## src/hw/rtl/prab_pkg.sv

```systemverilog
// ----------------------------------------------------------------------------
// prab_pkg: shared constants for the point rotation pipeline
// Fixed widths, the angle reduction reciprocals and the CORDIC arctangent
// table in units of a 32-bit phase, where 2^32 is one full turn.
// ----------------------------------------------------------------------------
package prab_pkg;

    localparam int COORD_WIDTH_DEF   = 32;
    localparam int CORDIC_STAGES_DEF = 16;

    localparam int ANGLE_WIDTH  = 32;
    localparam int PHASE_WIDTH  = 32;
    localparam int CORDIC_WIDTH = 32;
    localparam int FRAC_BITS    = 30;
    localparam int ATAN_ENTRIES = 32;

    // Register stages in the angle to phase converter.
    localparam int PHASE_LATENCY = 6;

    // Whole degrees: bias that makes a signed 16-bit degree count positive
    // (a multiple of 360), and a reciprocal that underestimates /360 by < 1.
    localparam int                DEG_BITS   = 17;
    localparam logic [16:0]       DEG_BIAS   = 17'd33120;
    localparam logic [12:0]       DEG_RECIP  = 13'd5825;
    localparam int                DEG_SHIFT  = 21;
    localparam logic [8:0]        DEG_TURN   = 9'd360;

    // Exact division by 45: 25-bit dividend (shift 31), 19-bit dividend (shift 25).
    localparam logic [25:0]       DIV45_RECIP_WIDE   = 26'd47721859;
    localparam int                DIV45_SHIFT_WIDE   = 31;
    localparam logic [19:0]       DIV45_RECIP_NARROW = 20'd745655;
    localparam int                DIV45_SHIFT_NARROW = 25;
    localparam logic [5:0]        DIV45              = 6'd45;
    // Rounding term of the phase scaling, already divided by eight.
    localparam logic [12:0]       PHASE_ROUND        = 13'd22;

    localparam logic signed [CORDIC_WIDTH-1:0] CORDIC_GAIN_Q30 = 32'sd652032874;
    localparam logic signed [PHASE_WIDTH-1:0]  PHASE_QUARTER   = 32'sd1073741824;
    localparam logic [PHASE_WIDTH-1:0]         PHASE_HALF      = 32'h8000_0000;

    localparam logic signed [PHASE_WIDTH-1:0] ATAN_PHASE [ATAN_ENTRIES] = '{
        536870912, 316933406, 167458907, 85004756, 42667331, 21354465,
        10679838, 5340245, 2670163, 1335087, 667544, 333772, 166886, 83443,
        41722, 20861, 10430, 5215, 2608, 1304, 652, 326, 163, 81, 41, 20,
        10, 5, 3, 1, 1, 0
    };

endpackage

```

## src/hw/rtl/prab_cordic.sv

```systemverilog
// ----------------------------------------------------------------------------
// prab_cordic: pipelined CORDIC rotator
// Folds the phase into the right half plane, rotates the gain-compensated
// unit vector through one register stage per iteration and restores the
// quadrant, giving cosine and sine in Q1.30.
// ----------------------------------------------------------------------------
module prab_cordic #(
    parameter int CORDIC_STAGES = prab_pkg::CORDIC_STAGES_DEF
) (
    input  logic                                    aclk,
    input  logic                                    aresetn,
    input  logic                                    en,
    input  logic                                    in_valid,
    input  logic [prab_pkg::PHASE_WIDTH-1:0]        phase,
    output logic                                    out_valid,
    output logic signed [prab_pkg::CORDIC_WIDTH-1:0] cos_q30,
    output logic signed [prab_pkg::CORDIC_WIDTH-1:0] sin_q30
);
    import prab_pkg::*;

    logic signed [CORDIC_WIDTH-1:0] x_reg [CORDIC_STAGES+1];
    logic signed [CORDIC_WIDTH-1:0] y_reg [CORDIC_STAGES+1];
    logic signed [PHASE_WIDTH-1:0]  z_reg [CORDIC_STAGES];
    logic [CORDIC_STAGES:0]         flip_reg;
    logic [CORDIC_STAGES+1:0]       vld_reg;
    logic signed [CORDIC_WIDTH-1:0] cos_reg;
    logic signed [CORDIC_WIDTH-1:0] sin_reg;

    logic signed [PHASE_WIDTH-1:0] z_in;
    logic                          flip_next;
    logic signed [PHASE_WIDTH-1:0] z_next;

    always_comb begin
        z_in      = signed'(phase);
        flip_next = (z_in > PHASE_QUARTER) || (z_in < -PHASE_QUARTER);
        // Moving by half a turn toggles the top bit; the result stays in range.
        z_next    = flip_next ? signed'(phase ^ PHASE_HALF) : z_in;
    end

    always_ff @(posedge aclk) begin
        if (!aresetn) begin
            vld_reg <= '0;
        end else if (en) begin
            vld_reg <= {vld_reg[CORDIC_STAGES:0], in_valid};
        end
    end

    always_ff @(posedge aclk) begin
        if (en) begin
            x_reg[0]    <= CORDIC_GAIN_Q30;
            y_reg[0]    <= '0;
            z_reg[0]    <= z_next;
            flip_reg[0] <= flip_next;
        end
    end

    for (genvar i = 0; i < CORDIC_STAGES; i++) begin : g_stage
        logic signed [CORDIC_WIDTH-1:0] xs;
        logic signed [CORDIC_WIDTH-1:0] ys;
        logic signed [CORDIC_WIDTH-1:0] x_next;
        logic signed [CORDIC_WIDTH-1:0] y_next;
        logic                           ccw;

        always_comb begin
            xs  = x_reg[i] >>> i;
            ys  = y_reg[i] >>> i;
            // A residual of zero rotates counterclockwise.
            ccw = !z_reg[i][PHASE_WIDTH-1];
            if (ccw) begin
                x_next = x_reg[i] - ys;
                y_next = y_reg[i] + xs;
            end else begin
                x_next = x_reg[i] + ys;
                y_next = y_reg[i] - xs;
            end
        end

        always_ff @(posedge aclk) begin
            if (en) begin
                x_reg[i+1]    <= x_next;
                y_reg[i+1]    <= y_next;
                flip_reg[i+1] <= flip_reg[i];
            end
        end

        // The last iteration has no use for a residual angle.
        if (i + 1 < CORDIC_STAGES) begin : g_resid
            always_ff @(posedge aclk) begin
                if (en) begin
                    z_reg[i+1] <= ccw ? z_reg[i] - ATAN_PHASE[i] : z_reg[i] + ATAN_PHASE[i];
                end
            end
        end
    end

    always_ff @(posedge aclk) begin
        if (en) begin
            cos_reg <= flip_reg[CORDIC_STAGES] ? -x_reg[CORDIC_STAGES] : x_reg[CORDIC_STAGES];
            sin_reg <= flip_reg[CORDIC_STAGES] ? -y_reg[CORDIC_STAGES] : y_reg[CORDIC_STAGES];
        end
    end

    assign out_valid = vld_reg[CORDIC_STAGES+1];
    assign cos_q30   = cos_reg;
    assign sin_q30   = sin_reg;

endmodule

```

## config.mk

```make
export PLATFORM = sky130hd
export DESIGN_NAME = prab_cordic
export DESIGN_NICKNAME = d
export VERILOG_FILES = /design/src/hw/rtl/prab_pkg.sv /design/src/hw/rtl/prab_cordic.sv
export SDC_FILE = /design/constraint.sdc
export NUM_CORES = 2
export LEC_CHECK = 0
export BUFFER_PORTS_ARGS = -buffer_cell sky130_fd_sc_hd__clkbuf_2
export CAP_MARGIN = 20
export CORE_UTILIZATION = 50
export CTS_CLUSTER_DIAMETER = 200
export DETAILED_ROUTE_END_ITERATION = 6
export GPL_ROUTABILITY_DRIVEN = 0
export HOLD_SLACK_MARGIN = 0.1
export PLACE_DENSITY = 0.65
export SLEW_MARGIN = 0
export SYNTH_ARGS = -nofsm -noshare
export SYNTH_HDL_FRONTEND = slang
export SYNTH_SLANG_ARGS = --single-unit
export TNS_END_PERCENT = 100
```

## constraint.sdc

```tcl
create_clock -name aclk -period 6.35 [get_ports aclk]
set_input_delay 0.3175 -clock aclk [delete_from_list [all_inputs] [get_ports aclk]]
set_output_delay 0.3175 -clock aclk [all_outputs]
set_load 0.02 [all_outputs]
```

==> reports/qor.csv <==
metric,value,unit
# DRC,1,
Post-Layout Inst Area,136000,um2
DIE HEIGHT,501,um
total track usage,0.242,
largest net degree at the start of global routing,190,
Post-synth EDFFs,1498,
Gate Count Post-Synth,12900,
area grow syn2layout,8.98,%
Initial Util,0.504,
crit end category,flip-flop,
setup repair after global routing missed its margin,false,
Netlist cell types,98,
remaining antenna violation count,0,
FF-to-FF setup slack,600,ps
clock latency on the worst-skew pair,870,ps
FP Rows,182,
Vias/cell,5.94,
"Reg clk slew, reported paths",60,ps
fin crit share,0.905,
worst r2r src,x_reg[0][166]$_DFFE_PP_,
First-pass DRT Iterations,7,
"critical path fanouts, max",5,
global-route wire length before repair,496,mm
ys async rst share,0,
total wire length,311,mm
placed cell count,16100,
R2R depth,17,
port bufs,100,
setup TNS,0,ps
H-tree Lvls,4,
1st-iter DRT viols,7574,
Setup crit end,y_reg[0][223]$_DFFE_PP_,
met1 Usage GRT,0.311,
syn nets,14300,
CP startpoint kind,flip-flop,
final setup vio count,0,
total grt overflow,0,
die width,501,um
I/O Pins,101,
max_cap viols,0,
Synth Flop Type,edfxtp_1,
Clock Path Buffers,3,
die footprint,251000,um2
met2 Use GR,0.413,
final hold slack,179,ps
fin crit period,5750,ps
hold_sp,phase[13],
Wirelength per Cell,18.8,um
"FF+latch count, synth",1516,
Synthesis Warnings,0,
Post-Layout Cell Count,16500,
fin. max-slew vios,0,
initial antenna violation count,1,
clock sinks,1516,
top achievable clock speed,174,MHz
flip-flop count of the largest register after layout,481,
core area,247000,um2
WP data arrival,6310,ps
Slew @ Worst Pin,1040,ps
# nets final,14500,
terminus of the critical flop-to-flop path,y_reg[0][223]$_DFFE_PP_,
vias in the first global route,94500,
worst hold path type,in -> reg,
share of post-route cells with drive strength above 1,0.0479,
Avg Inst Size Synth,9.69,um2
number of post-CTS setup repair buffers,0,
dpl hpwl,244,mm
CTS Buf Count,177,
sequential share of the synthesized area,0.364,
total number of vias,98000,
GR peak layer,met2,
GR met3 Demand/Resource,0.0293,
Worst Setup SP,x_reg[0][166]$_DFFE_PP_,
"Hold Violations, Final",0,
WS Path Type,reg -> reg,
status,finished with violations,
CTS tree,yes,
violated checks,DRC,
clock skew,78.1,ps
Slew HR,0.307,
Worst EP required,6910,ps
Post-Syn Area,125000,um2
Post-DP Area,129000,um2
CTS root buf,clkbuf_16,
## cell usage after synthesis (107+ instances only)
master	n	area (um2)
o21ai_0	621	3110
xnor2_1	1156	10100
nor2b_1	192	1200
nor2_1	1134	4260
edfxtp_1	1498	45000
a31oi_1	138	863
clkbuf_1	175	657
nand2_1	619	2320
o21a_1	218	1640
a211oi_1	128	961
nor3_1	332	1660
o21bai_1	138	1040
nand2b_1	194	1210
xor2_1	568	4970
nand3_1	228	1140
nand4_1	107	669
ha_1	1412	17700
and3_1	117	732
a21oi_1	1349	6750
inv_1	525	1970
a21o_1	636	4770
## layout make-up
type | count | area (um2)
fill | 21500 | 111000
multi-input combinational | 10600 | 76400
sequential | 1516 | 45300
clock buffer | 196 | 4500
tap | 3312 | 4140
inverter | 526 | 1970
clock inverter | 130 | 1670
timing repair buffer | 222 | 1670
antenna | 1 | 2.50
## cells in the final DEF, fill, tap and decap left out, types with 88 or more instances in the layout
cell       instances
clkbuf_16        177
nor4_1            99
nand4_1          107
o211ai_1          88
a21o_1           636
a31oi_1          138
or3_1             91
a211oi_1         128
and3_1           117
nor2b_1          192
xor2_1           568
clkbuf_2          99
nand3_1          228
o21bai_1         138
ha_1            1412
o21a_1           218
a21oi_1         1349
nand2b_1         194
nand2_1          619
inv_1            525
nor2_1          1134
xnor2_1         1156
nor3_1           332
edfxtp_1        1498
o21ai_0          621
## worst min path at each step
stage | slack [ps] | to | cells past startpoint
2_1_floorplan | 400 | flip_reg[10]$_DFFE_PP_ | 0
3_3_place_gp | 410 | z_reg[0][64]$_DFFE_PP_ | 0
3_5_place_dp | 400 | z_reg[0][33]$_DFFE_PP_ | 0
4_1_cts | 100 | z_reg[0][14]$_DFFE_PP_ | 2
5_1_grt | 140 | z_reg[0][13]$_DFFE_PP_ | 2
6_report | 180 | z_reg[0][13]$_DFFE_PP_ | 2
## through the flow
step | setup slack, ps | utilization
3_5_place_dp | 761 | 0.523
5_1_grt | 166 | 0.550
6_report | 602 | 0.550
2_1_floorplan | 1720 | -
3_3_place_gp | 742 | 0.523
4_1_cts | 719 | 0.550
## cells by family after synthesis
family	Yosys count	share of synthesized area
adder cells (fa/ha/maj)	1456	0.149
flip-flops	1516	0.364
AO/OA/AOI/OAI	3839	0.196
multiplexers	140	0.0119
AND/OR/NAND/NOR	3440	0.136
buffers and inverters	738	0.0223
XOR/XNOR	1726	0.122
## timing repair
| item | CTS | global route |
|---|---|---|
| hold endpoints to repair | 65 | 0 |
| resized for setup | 0 | 0 |
| hold buffers | 52 | 0 |
| endpoints found under the setup margin | 0 | 0 |
## critical path: stages, from the launching register on
cell and delay (ps):
edfxtp_1 440, nor3_1 350, nand2_1 110, nor3_1 380
and3b_1 360, nand2_1 110, nor4_1 500, a21oi_1 200
xnor2_1 170, ha_1 340, a21o_1 190, a21oi_1 340
nand2b_1 110, a2111oi_0 710, nor3_1 160, a2111oi_0 680
a21oi_1 180, xnor2_1 160
## per-layer routing
metal,part of all wire,wire length [um]
met1,0.44,137000
met2,0.47,147000
met3,0.048,14900
met4,0.038,11800
met5,0,0
Power is left out: the tool's default activity adds up to more than one toggle a clock period on the data nets, which glitch-free logic cannot reach.
